### src/trapezoid_sweep_generator_assert.svh
// Assertion macros used by the trapezoid sweep generator controller
`ifndef TRAPEZOID_SWEEP_GENERATOR_ASSERT_SVH
`define TRAPEZOID_SWEEP_GENERATOR_ASSERT_SVH

// Same-cycle implication, disabled while reset is high
`define TSG_ASSERT_NOW(label, clk, rst, ante, cons) \
   label: assert property (@(posedge clk) disable iff (rst) (ante) |-> (cons)) \
      else $error("tsg assertion failed");

// Next-cycle implication, disabled while reset is high
`define TSG_ASSERT_NEXT(label, clk, rst, ante, cons) \
   label: assert property (@(posedge clk) disable iff (rst) (ante) |=> (cons)) \
      else $error("tsg assertion failed");

`endif

### src/tsg_pkg.sv
// Shared constants and control types of the trapezoid sweep generator
package tsg_pkg;

   // default field widths
   localparam int DEF_TIME_BITS  = 24;
   localparam int DEF_ANGLE_BITS = 16;

   // configuration register indexes
   localparam int CSR_INDEX_BITS = 2;
   localparam logic [CSR_INDEX_BITS-1:0] REG_START_ANGLE = 2'd0;
   localparam logic [CSR_INDEX_BITS-1:0] REG_END_ANGLE   = 2'd1;
   localparam logic [CSR_INDEX_BITS-1:0] REG_RAMP_TICKS  = 2'd2;
   localparam logic [CSR_INDEX_BITS-1:0] REG_HOLD_TICKS  = 2'd3;

   // sweep phase codes
   localparam logic [1:0] PHASE_HOLD_START = 2'd0;
   localparam logic [1:0] PHASE_RAMP_UP    = 2'd1;
   localparam logic [1:0] PHASE_HOLD_END   = 2'd2;
   localparam logic [1:0] PHASE_RAMP_BACK  = 2'd3;

   // controller to datapath commands
   typedef struct packed {
      logic start;     // latch timer + elapsed into the divider
      logic step;      // one shift-subtract step
      logic sel_ramp;  // divisor is ramp_ticks, else the period
      logic classify;  // decode phase, update timer
      logic mul_load;  // register |d| * offset
      logic div_load;  // seed the divider with the product
      logic finish;    // load the result register
   } cmd_type;

   // datapath to controller status
   typedef struct packed {
      logic period_zero;
      logic need_div;
   } sts_type;

endpackage

### src/tsg_req_if.sv
// Request channel: elapsed-time transactions
interface tsg_req_if import tsg_pkg::*; #(
   parameter int TIME_BITS = DEF_TIME_BITS
);
   logic                 valid;
   logic                 ready;
   logic [TIME_BITS-1:0] elapsed;

   modport source (output valid, output elapsed, input ready);
   modport sink   (input valid, input elapsed, output ready);
endinterface

### src/tsg_rsp_if.sv
// Response channel: angle and phase transactions
interface tsg_rsp_if import tsg_pkg::*; #(
   parameter int ANGLE_BITS = DEF_ANGLE_BITS
);
   logic                         valid;
   logic                         ready;
   logic signed [ANGLE_BITS-1:0] angle;
   logic [1:0]                   phase;

   modport source (output valid, output angle, output phase, input ready);
   modport sink   (input valid, input angle, input phase, output ready);
endinterface

### src/tsg_datapath.sv
// Datapath: config registers, phase timer, shared shift-subtract divider, output register
module tsg_datapath import tsg_pkg::*; #(
   parameter int TIME_BITS  = DEF_TIME_BITS,
   parameter int ANGLE_BITS = DEF_ANGLE_BITS
) (
   input  logic                                clock,
   input  logic                                reset,
   input  cmd_type                             cmd,
   output sts_type                             sts,
   input  logic [TIME_BITS-1:0]                elapsed,
   input  logic                                csr_write_en,
   input  logic [CSR_INDEX_BITS-1:0]           csr_index,
   input  logic [((TIME_BITS > ANGLE_BITS) ? TIME_BITS : ANGLE_BITS)-1:0] csr_wdata,
   output logic signed [ANGLE_BITS-1:0]        angle,
   output logic [1:0]                          phase
);
   localparam int SUM_W = TIME_BITS + 3;
   localparam int RW    = TIME_BITS + 2;
   localparam int SW    = (SUM_W > ANGLE_BITS) ? SUM_W : ANGLE_BITS;
   localparam int PW    = TIME_BITS + ANGLE_BITS;

   // configuration
   logic [ANGLE_BITS-1:0] start_ff, end_ff;
   logic [TIME_BITS-1:0]  ramp_ff, hold_ff;

   always_ff @(posedge clock) begin
      if (reset) begin
         start_ff <= '0;
         end_ff   <= '0;
         ramp_ff  <= '0;
         hold_ff  <= '0;
      end else if (csr_write_en) begin
         case (csr_index)
            REG_START_ANGLE: start_ff <= csr_wdata[ANGLE_BITS-1:0];
            REG_END_ANGLE:   end_ff   <= csr_wdata[ANGLE_BITS-1:0];
            REG_RAMP_TICKS:  ramp_ff  <= csr_wdata[TIME_BITS-1:0];
            REG_HOLD_TICKS:  hold_ff  <= csr_wdata[TIME_BITS-1:0];
            default: ;
         endcase
      end
   end

   // period and its partial sums
   logic [RW-1:0] hold_ramp, hold2_ramp, period;
   logic          period_zero;
   assign hold_ramp   = RW'(hold_ff) + RW'(ramp_ff);
   assign hold2_ramp  = hold_ramp + RW'(hold_ff);
   assign period      = {hold_ramp[RW-2:0], 1'b0};
   assign period_zero = (ramp_ff == '0) && (hold_ff == '0);

   // shared restoring divider
   logic [RW-1:0]    rem_ff, rem_in;
   logic [SW-1:0]    shift_ff, shift_in;
   logic [RW-1:0]    timer_ff, timer_in;
   logic [PW-1:0]    prod_ff, prod_in;
   logic [RW:0]      cand, divisor, diff;
   logic             take;
   logic [SUM_W-1:0] sum;

   assign sum     = SUM_W'(timer_ff) + SUM_W'(elapsed);
   assign cand    = {rem_ff, shift_ff[SW-1]};
   assign divisor = cmd.sel_ramp ? (RW+1)'(ramp_ff) : (RW+1)'(period);
   assign diff    = cand - divisor;
   assign take    = (cand >= divisor);

   // phase decode on the reduced timer
   logic [1:0]           phase_cls;
   logic [TIME_BITS-1:0] off_cls;
   logic                 need_div_cls;
   logic [RW-1:0]        t_minus_h, t_minus_h2r;

   assign t_minus_h   = rem_ff - RW'(hold_ff);
   assign t_minus_h2r = rem_ff - hold2_ramp;

   always_comb begin
      phase_cls    = PHASE_HOLD_START;
      off_cls      = '0;
      need_div_cls = 1'b0;
      if (period_zero) begin
         phase_cls = PHASE_HOLD_START;
      end else if (rem_ff < RW'(hold_ff)) begin
         phase_cls = PHASE_HOLD_START;
      end else if (rem_ff < hold_ramp) begin
         phase_cls    = PHASE_RAMP_UP;
         off_cls      = t_minus_h[TIME_BITS-1:0];
         need_div_cls = 1'b1;
      end else if (rem_ff < hold2_ramp) begin
         phase_cls = PHASE_HOLD_END;
      end else begin
         phase_cls    = PHASE_RAMP_BACK;
         off_cls      = t_minus_h2r[TIME_BITS-1:0];
         need_div_cls = (ramp_ff != '0);
      end
   end

   assign sts = '{period_zero: period_zero, need_div: need_div_cls};

   // angle difference, magnitude and sign
   logic signed [ANGLE_BITS:0] delta;
   logic [ANGLE_BITS:0]        delta_abs;
   logic                       neg;
   assign delta     = $signed({end_ff[ANGLE_BITS-1], end_ff})
                    - $signed({start_ff[ANGLE_BITS-1], start_ff});
   assign neg       = delta[ANGLE_BITS];
   assign delta_abs = neg ? (~delta + 1'b1) : delta;

   // full-width product of |d| and the ramp offset
   assign prod_in = delta_abs[ANGLE_BITS-1:0] * off_ff;

   // divider and timer registers
   always_comb begin
      rem_in   = rem_ff;
      shift_in = shift_ff;
      timer_in = timer_ff;
      if (cmd.start) begin
         rem_in   = '0;
         shift_in = SW'(sum) << (SW - SUM_W);
      end else if (cmd.step) begin
         rem_in   = take ? diff[RW-1:0] : cand[RW-1:0];
         shift_in = {shift_ff[SW-2:0], take};
      end else if (cmd.div_load) begin
         rem_in   = RW'(prod_ff[PW-1:ANGLE_BITS]);
         shift_in = SW'(prod_ff[ANGLE_BITS-1:0]) << (SW - ANGLE_BITS);
      end
      if (cmd.classify) begin
         timer_in = period_zero ? '0 : rem_ff;
      end
   end

   logic [1:0]           phase_ff;
   logic [TIME_BITS-1:0] off_ff;
   logic                 need_div_ff;

   always_ff @(posedge clock) begin
      if (reset) begin
         timer_ff <= '0;
      end else begin
         timer_ff <= timer_in;
      end
   end

   always_ff @(posedge clock) begin
      rem_ff   <= rem_in;
      shift_ff <= shift_in;
      if (cmd.classify) begin
         phase_ff    <= phase_cls;
         off_ff      <= off_cls;
         need_div_ff <= need_div_cls;
      end
      if (cmd.mul_load) begin
         prod_ff <= prod_in;
      end
   end

   // final angle from the quotient
   logic [ANGLE_BITS+1:0]  q_ext, sq, a0_ext, a1_ext, up_ang, back_ang;
   logic [ANGLE_BITS-1:0]  angle_in;

   assign q_ext    = (ANGLE_BITS+2)'(shift_ff[ANGLE_BITS-1:0]);
   assign sq       = neg ? (~q_ext + 1'b1) : q_ext;
   assign a0_ext   = {{2{start_ff[ANGLE_BITS-1]}}, start_ff};
   assign a1_ext   = {{2{end_ff[ANGLE_BITS-1]}}, end_ff};
   assign up_ang   = a0_ext + sq;
   assign back_ang = a1_ext - sq;

   always_comb begin
      case (phase_ff)
         PHASE_HOLD_START: angle_in = start_ff;
         PHASE_RAMP_UP:    angle_in = up_ang[ANGLE_BITS-1:0];
         PHASE_HOLD_END:   angle_in = end_ff;
         PHASE_RAMP_BACK:  angle_in = need_div_ff ? back_ang[ANGLE_BITS-1:0] : start_ff;
         default:          angle_in = start_ff;
      endcase
   end

   // result register
   logic [ANGLE_BITS-1:0] angle_ff;
   logic [1:0]            phase_out_ff;

   always_ff @(posedge clock) begin
      if (cmd.finish) begin
         angle_ff     <= angle_in;
         phase_out_ff <= phase_ff;
      end
   end

   assign angle = $signed(angle_ff);
   assign phase = phase_out_ff;

endmodule

### src/tsg_controller.sv
// Controller: runs modulo (nonzero period), phase decode, ramp multiply and divide
`include "trapezoid_sweep_generator_assert.svh"

module tsg_controller import tsg_pkg::*; #(
   parameter int TIME_BITS  = DEF_TIME_BITS,
   parameter int ANGLE_BITS = DEF_ANGLE_BITS
) (
   input  logic    clock,
   input  logic    reset,
   input  logic    req_valid,
   output logic    req_ready,
   output logic    rsp_valid,
   input  logic    rsp_ready,
   input  sts_type sts,
   output cmd_type cmd
);
   localparam int SUM_W = TIME_BITS + 3;
   localparam int SW    = (SUM_W > ANGLE_BITS) ? SUM_W : ANGLE_BITS;
   localparam int CW    = $clog2(SW + 1);

   localparam logic [2:0] ST_IDLE  = 3'd0;
   localparam logic [2:0] ST_MOD   = 3'd1;
   localparam logic [2:0] ST_CLASS = 3'd2;
   localparam logic [2:0] ST_MUL   = 3'd3;
   localparam logic [2:0] ST_DLOAD = 3'd4;
   localparam logic [2:0] ST_DIV   = 3'd5;
   localparam logic [2:0] ST_FIN   = 3'd6;

   logic [2:0]    state_ff, state_in;
   logic [CW-1:0] cnt_ff, cnt_in;
   logic          rsp_valid_ff, rsp_valid_in;

   assign req_ready = (state_ff == ST_IDLE);
   assign rsp_valid = rsp_valid_ff;

   // next state and commands
   always_comb begin
      state_in = state_ff;
      cnt_in   = cnt_ff;
      cmd      = '0;
      case (state_ff)
         ST_IDLE: begin
            if (req_valid) begin
               cmd.start = 1'b1;
               cnt_in    = CW'(SUM_W);
               state_in  = sts.period_zero ? ST_CLASS : ST_MOD;
            end
         end
         ST_MOD: begin
            cmd.step = 1'b1;
            cnt_in   = cnt_ff - 1'b1;
            if (cnt_ff == CW'(1)) begin
               state_in = ST_CLASS;
            end
         end
         ST_CLASS: begin
            cmd.classify = 1'b1;
            state_in     = sts.need_div ? ST_MUL : ST_FIN;
         end
         ST_MUL: begin
            cmd.mul_load = 1'b1;
            state_in     = ST_DLOAD;
         end
         ST_DLOAD: begin
            cmd.div_load = 1'b1;
            cnt_in       = CW'(ANGLE_BITS);
            state_in     = ST_DIV;
         end
         ST_DIV: begin
            cmd.step     = 1'b1;
            cmd.sel_ramp = 1'b1;
            cnt_in       = cnt_ff - 1'b1;
            if (cnt_ff == CW'(1)) begin
               state_in = ST_FIN;
            end
         end
         ST_FIN: begin
            if (!rsp_valid_ff || rsp_ready) begin
               cmd.finish = 1'b1;
               state_in   = ST_IDLE;
            end
         end
         default: begin
            state_in = ST_IDLE;
         end
      endcase
   end

   // response valid: set on finish, cleared when the transaction is taken
   always_comb begin
      rsp_valid_in = rsp_valid_ff;
      if (cmd.finish) begin
         rsp_valid_in = 1'b1;
      end else if (rsp_ready) begin
         rsp_valid_in = 1'b0;
      end
   end

   always_ff @(posedge clock) begin
      if (reset) begin
         state_ff     <= ST_IDLE;
         cnt_ff       <= '0;
         rsp_valid_ff <= 1'b0;
      end else begin
         state_ff     <= state_in;
         cnt_ff       <= cnt_in;
         rsp_valid_ff <= rsp_valid_in;
      end
   end

   `TSG_ASSERT_NEXT(a_zero_period_skips_mod, clock, reset, (req_valid && req_ready && sts.period_zero), (state_ff == ST_CLASS))
   `TSG_ASSERT_NOW(a_count_live, clock, reset, (state_ff == ST_MOD || state_ff == ST_DIV), (cnt_ff != '0))
   `TSG_ASSERT_NEXT(a_fin_waits, clock, reset, (state_ff == ST_FIN && rsp_valid_ff && !rsp_ready), (state_ff == ST_FIN && rsp_valid_ff))

endmodule

### src/trapezoid_sweep_generator.sv
// Trapezoid sweep generator: each accepted request runs the bit-serial modulo of the timer
// (skipped for a zero period), then phase decode; a ramp phase adds the multiply and the
// bit-serial ramp divide before the result is registered and response valid is set.
// One transaction at a time, the next accepted the cycle after finish; a response not yet
// taken holds off finish.
// Synchronous active-high reset clears config registers, phase timer and control state.
module trapezoid_sweep_generator import tsg_pkg::*; #(
   parameter int TIME_BITS  = DEF_TIME_BITS,
   parameter int ANGLE_BITS = DEF_ANGLE_BITS
) (
   input  logic                      clock,
   input  logic                      reset,
   tsg_req_if.sink                   req_chan,
   tsg_rsp_if.source                 rsp_chan,
   input  logic                      csr_write_en,
   input  logic [CSR_INDEX_BITS-1:0] csr_index,
   input  logic [((TIME_BITS > ANGLE_BITS) ? TIME_BITS : ANGLE_BITS)-1:0] csr_wdata
);
   cmd_type cmd;
   sts_type sts;

   tsg_controller #(
      .TIME_BITS  (TIME_BITS),
      .ANGLE_BITS (ANGLE_BITS)
   ) u_ctrl (
      .clock     (clock),
      .reset     (reset),
      .req_valid (req_chan.valid),
      .req_ready (req_chan.ready),
      .rsp_valid (rsp_chan.valid),
      .rsp_ready (rsp_chan.ready),
      .sts       (sts),
      .cmd       (cmd)
   );

   tsg_datapath #(
      .TIME_BITS  (TIME_BITS),
      .ANGLE_BITS (ANGLE_BITS)
   ) u_dp (
      .clock        (clock),
      .reset        (reset),
      .cmd          (cmd),
      .sts          (sts),
      .elapsed      (req_chan.elapsed),
      .csr_write_en (csr_write_en),
      .csr_index    (csr_index),
      .csr_wdata    (csr_wdata),
      .angle        (rsp_chan.angle),
      .phase        (rsp_chan.phase)
   );

endmodule
### src/flat_wrapper.sv
// flat-port wrapper written by rule: the top's interface ports become plain ports
module trapezoid_sweep_generator_flat import tsg_pkg::*;
#(
   parameter int TIME_BITS  = DEF_TIME_BITS,
   parameter int ANGLE_BITS = DEF_ANGLE_BITS
)
  (clock, reset, csr_write_en, csr_index, csr_wdata, req_chan_valid, req_chan_elapsed, req_chan_ready, rsp_chan_valid, rsp_chan_angle, rsp_chan_phase, rsp_chan_ready);
  tsg_req_if #(.TIME_BITS(TIME_BITS)) req_chan_i ();
  tsg_rsp_if #(.ANGLE_BITS(ANGLE_BITS)) rsp_chan_i ();
  input  logic clock;
  input  logic reset;
  input  logic csr_write_en;
  input  logic [CSR_INDEX_BITS-1:0] csr_index;
  input  logic [((TIME_BITS > ANGLE_BITS) ? TIME_BITS : ANGLE_BITS)-1:0] csr_wdata;
  input wire logic [$bits(req_chan_i.valid)-1:0] req_chan_valid;
  input wire logic [$bits(req_chan_i.elapsed)-1:0] req_chan_elapsed;
  output wire logic [$bits(req_chan_i.ready)-1:0] req_chan_ready;
  output wire logic [$bits(rsp_chan_i.valid)-1:0] rsp_chan_valid;
  output wire logic [$bits(rsp_chan_i.angle)-1:0] rsp_chan_angle;
  output wire logic [$bits(rsp_chan_i.phase)-1:0] rsp_chan_phase;
  input wire logic [$bits(rsp_chan_i.ready)-1:0] rsp_chan_ready;
  assign req_chan_i.valid = req_chan_valid;
  assign req_chan_i.elapsed = req_chan_elapsed;
  assign req_chan_ready = req_chan_i.ready;
  assign rsp_chan_valid = rsp_chan_i.valid;
  assign rsp_chan_angle = rsp_chan_i.angle;
  assign rsp_chan_phase = rsp_chan_i.phase;
  assign rsp_chan_i.ready = rsp_chan_ready;
  trapezoid_sweep_generator #(.TIME_BITS(TIME_BITS), .ANGLE_BITS(ANGLE_BITS)) u_core (.clock(clock), .reset(reset), .req_chan(req_chan_i), .rsp_chan(rsp_chan_i), .csr_write_en(csr_write_en), .csr_index(csr_index), .csr_wdata(csr_wdata));
endmodule
### config.mk
export PLATFORM = sky130hd
export DESIGN_NAME = trapezoid_sweep_generator_flat
export DESIGN_NICKNAME = d
export VERILOG_FILES = /design/src/tsg_pkg.sv /design/src/tsg_req_if.sv /design/src/tsg_rsp_if.sv /design/src/tsg_datapath.sv /design/src/tsg_controller.sv /design/src/trapezoid_sweep_generator.sv /design/src/flat_wrapper.sv
export VERILOG_INCLUDE_DIRS = /design/src /design/src/src
export SDC_FILE = /design/constraint.sdc
export NUM_CORES = 2
export LEC_CHECK = 0
export ABC_AREA = 1
export BUFFER_PORTS_ARGS = -buffer_cell sky130_fd_sc_hd__buf_4
export CORE_MARGIN = 4
export CORE_UTILIZATION = 50
export CTS_CLUSTER_SIZE = 28
export DETAILED_ROUTE_END_ITERATION = 8
export GPL_ROUTABILITY_DRIVEN = 0
export GPL_TIMING_DRIVEN = 0
export PLACE_DENSITY = 0.71
export SLEW_MARGIN = 25
export SYNTH_ARGS = -nofsm -noshare
export SYNTH_HDL_FRONTEND = slang
export SYNTH_SLANG_ARGS = --single-unit
### constraint.sdc
create_clock -name clock -period 9.83 [get_ports clock]
set_input_delay 0.4915 -clock clock [delete_from_list [all_inputs] [get_ports clock]]
set_output_delay 0.4915 -clock clock [all_outputs]
set_load 0.01 [all_outputs]
==> flow_summary.json <==
{
  "wl_per_cell_um": 19.3,
  "cts_max_level": 1,
  "drt_wl_total_um": 114000,
  "final_antenna_net_count": 0,
  "crit_top_cell": "inv_1",
  "post_cts_buffers": 0,
  "hold_path_class": "in2reg",
  "grt_max_degree": 35,
  "period_minus_slack_ns": 8.86,
  "hold_slack_ns": 0.140,
  "synth_edf_count": 112,
  "critical-path-top-delay-family": "adder cells",
  "initial_utilization": 0.507,
  "antenna_found_initial": 7,
  "rsz0062_at_grt": "false",
  "ys_warn_count": 0,
  "drt_iter0_markers": 3005,
  "dr.pass1.iters": 6,
  "die_area_um2": 74000,
  "cts_made_buffers": 28,
  "setup_tns_ns": 0,
  "post-dp-hpwl_um": 94100,
  "max_clock_freq_mhz": 113,
  "postCtsHoldBufs": 0,
  "die_w_um": 272,
  "synth.yosys.seq_area_share": 0.177,
  "crit_fanout": 10,
  "slowest_stage": "fa_1",
  "timing.slew.headroom": 0.347,
  "io_pins": 75,
  "drc": 0,
  "die_h_um": 272,
  "critPathMaxStageDelay_ns": 0.58,
  "ys_top_cells_by_area": "fa_1 (18%), ha_1 (12%), nand2_1 (12%), edfxtp_1 (9.6%), inv_1 (8.4%)",
  "routed_via_density": 5.68,
  "mappedNetlistArea_um2": 34900,
  "hold_violations": 0,
  "ys_seq_elements": 253,
  "syn_nets": 5552,
  "track_usage": 0.306,
  "cts_buffer_depth": 3,
  "synthDistinctLibCells": 59,
  "yosysMostFrequentCell": "nand2_1",
  "yosys.area.top_type": "fa_1",
  "period_share": 0.901,
  "finalSetupViolCount": 0,
  "met3WireLength_um": 11400,
  "fin_skew_ns": 0.0261,
  "vias": 33600,
  "postSynthAreaPerCell_um2": 7.19,
  "end_kind": "flop",
  "drv_cap": 0,
  "async_flop_share": 0,
  "seq_area_um2": 6190,
  "wl_met2_um": 51700,
  "syn_inst": 4848,
  "num-fill-cells": 6670,
  "status": "completed",
  "worst_pin_slew_ns": 0.976,
  "path_clk_slew_ns": 0.07,
  "setup.worst_path.start_class": "flop",
  "drive_gt1_frac": 0.0558,
  "yosysTopAreaCellShare": 0.181,
  "nets": 5663,
  "grt.overflow.total": 0,
  "multiInputGateArea_um2": 25100,
  "cp.required_ns": 10.15,
  "timing.critical_path.buf_inv": 11,
  "port_buffers": 74,
  "clkLatencyLatePin_ns": 0.60,
  "top_layer": "met5",
  "cts_root_buffer": "clkbuf_16",
  "cts_tree": "done",
  "setup.worst_path.class": "reg2reg",
  "area_growth_pct": 7.91,
  "critical_path_arrival_ns": 9.18,
  "grt_pass1_vias": 33029,
  "cts.sinks": 253,
  "grt_pass1_wl_um": 179000,
  "yosys-top-cells-count": "nand2_1 (1108), inv_1 (777), nor2_1 (415)",
  "coreArea_um2": 68800,
  "ys.flop_type": "dfxtp_1",
  "cts-resized-gates": 0,
  "num_rows": 96,
  "drv_slew": 0,
  "wl_met1_um": 45400
}
cell type report:
cell class | count | area share
buffer | 131 | 0.0169
tap | 931 | 0.0309
clock buffer | 36 | 0.0207
clock inverter | 15 | 0.00435
multi-input combinational | 3671 | 0.667
sequential | 253 | 0.164
antenna | 4 | 0.000266
inverter | 793 | 0.0791
timing repair buffer | 81 | 0.0166
kinds of logic (layout without fill, tap and decap cells):
kind of cell / after synthesis / in the layout / share of synthesized area
AND/OR/NAND/NOR: 1977 / 1977 / 0.238
adder cells (fa/ha/maj): 649 / 649 / 0.301
buffers and inverters: 924 / 1056 / 0.103
AO/OA/AOI/OAI: 882 / 882 / 0.138
XOR/XNOR: 163 / 163 / 0.0425
other: 0 / 4 / 0
flip-flops: 253 / 253 / 0.177
layer usage:
metal	vias to the layer above	GRT usage
met5	-	0
met4	2	0.117
met3	362	0.0673
met2	1568	0.503
met1	15810	0.396
li1	15858	-
sequential cells by signal, indices dropped and copies added (netlist names):
name,cells
u_core.u_dp.phase_ff,2
u_core.u_dp.prod_ff,40
u_core.u_dp.need_div_ff,1
u_core.u_dp.ramp_ff,24
u_core.u_dp.start_ff,16
u_core.u_dp.end_ff,16
u_core.u_dp.rem_ff,26
u_core.u_dp.timer_ff,26
u_core.u_dp.phase,2
u_core.u_dp.hold_ff,24
u_core.u_dp.angle,16
u_core.u_ctrl.cnt_ff,5
u_core.u_ctrl.rsp_valid,1
u_core.u_dp.shift_ff,27
u_core.u_dp.off_ff,24
u_core.u_ctrl.state_ff,3
path summary, 6_finish.rpt:
check | from | cells past startpoint | slack, ns | endpoint
worst min-delay path | csr_wdata[20] | 3 | 0.14 | u_core.u_dp.ramp_ff[20]
worst max register to register | u_core.u_dp.start_ff[0] | 37 | 0.97 | u_core.u_dp.prod_ff[24]
worst max-delay path | u_core.u_dp.start_ff[0] | 37 | 0.97 | u_core.u_dp.prod_ff[24]
worst min register to register | u_core.u_ctrl.cnt_ff[4] | 2 | 0.47 | u_core.u_ctrl.cnt_ff[4]
stage by stage:
| step | cell area, um^2 | setup slack, ns | cells | utilization |
|---|---|---|---|---|
| global placement | 36600 | 1.08 | 5853 | 0.532 |
| CTS | 37600 | 1.07 | 5911 | 0.547 |
| global route | 37600 | 0.534 | 5911 | 0.547 |
| detailed placement | 36700 | 1.14 | 5860 | 0.533 |
| finish | 37600 | 0.972 | 5915 | 0.547 |
| floorplan | 34900 | 2.43 | 4848 | - |
cells in the final DEF (no fill, tap or decap), types with 17 or more instances in the layout:
| cell | synthesis | routed |
|---|---|---|
| nor2_2 | 35 | 35 |
| ha_1 | 334 | 334 |
| clkbuf_1 | 96 | 98 |
| a21o_1 | 27 | 27 |
| nand3_1 | 212 | 212 |
| buf_2 | 17 | 17 |
| nand2_1 | 1108 | 1108 |
| edfxtp_1 | 112 | 112 |
| a21oi_1 | 394 | 394 |
| o21bai_1 | 22 | 22 |
| xor2_1 | 102 | 102 |
| nor2_1 | 415 | 415 |
| buf_4 | 4 | 83 |
| fa_1 | 315 | 315 |
| o21ai_0 | 325 | 325 |
| or2_2 | 23 | 23 |
| a31oi_1 | 23 | 23 |
| inv_1 | 777 | 777 |
| nand4_1 | 67 | 67 |
| nor3_1 | 48 | 45 |
| dfxtp_1 | 141 | 141 |
| nor4_1 | 22 | 22 |
| xnor2_1 | 55 | 55 |
| clkbuf_16 | 0 | 28 |
worst min-delay path: cells and delay by family:
kind | cells | cell delay, ns
AND/OR/NAND/NOR | 2 | 0.12
buffers and inverters | 1 | 0.09
Power is not shown: default switching activity piles up to over one toggle a cycle in this logic, so the estimate is an artifact.
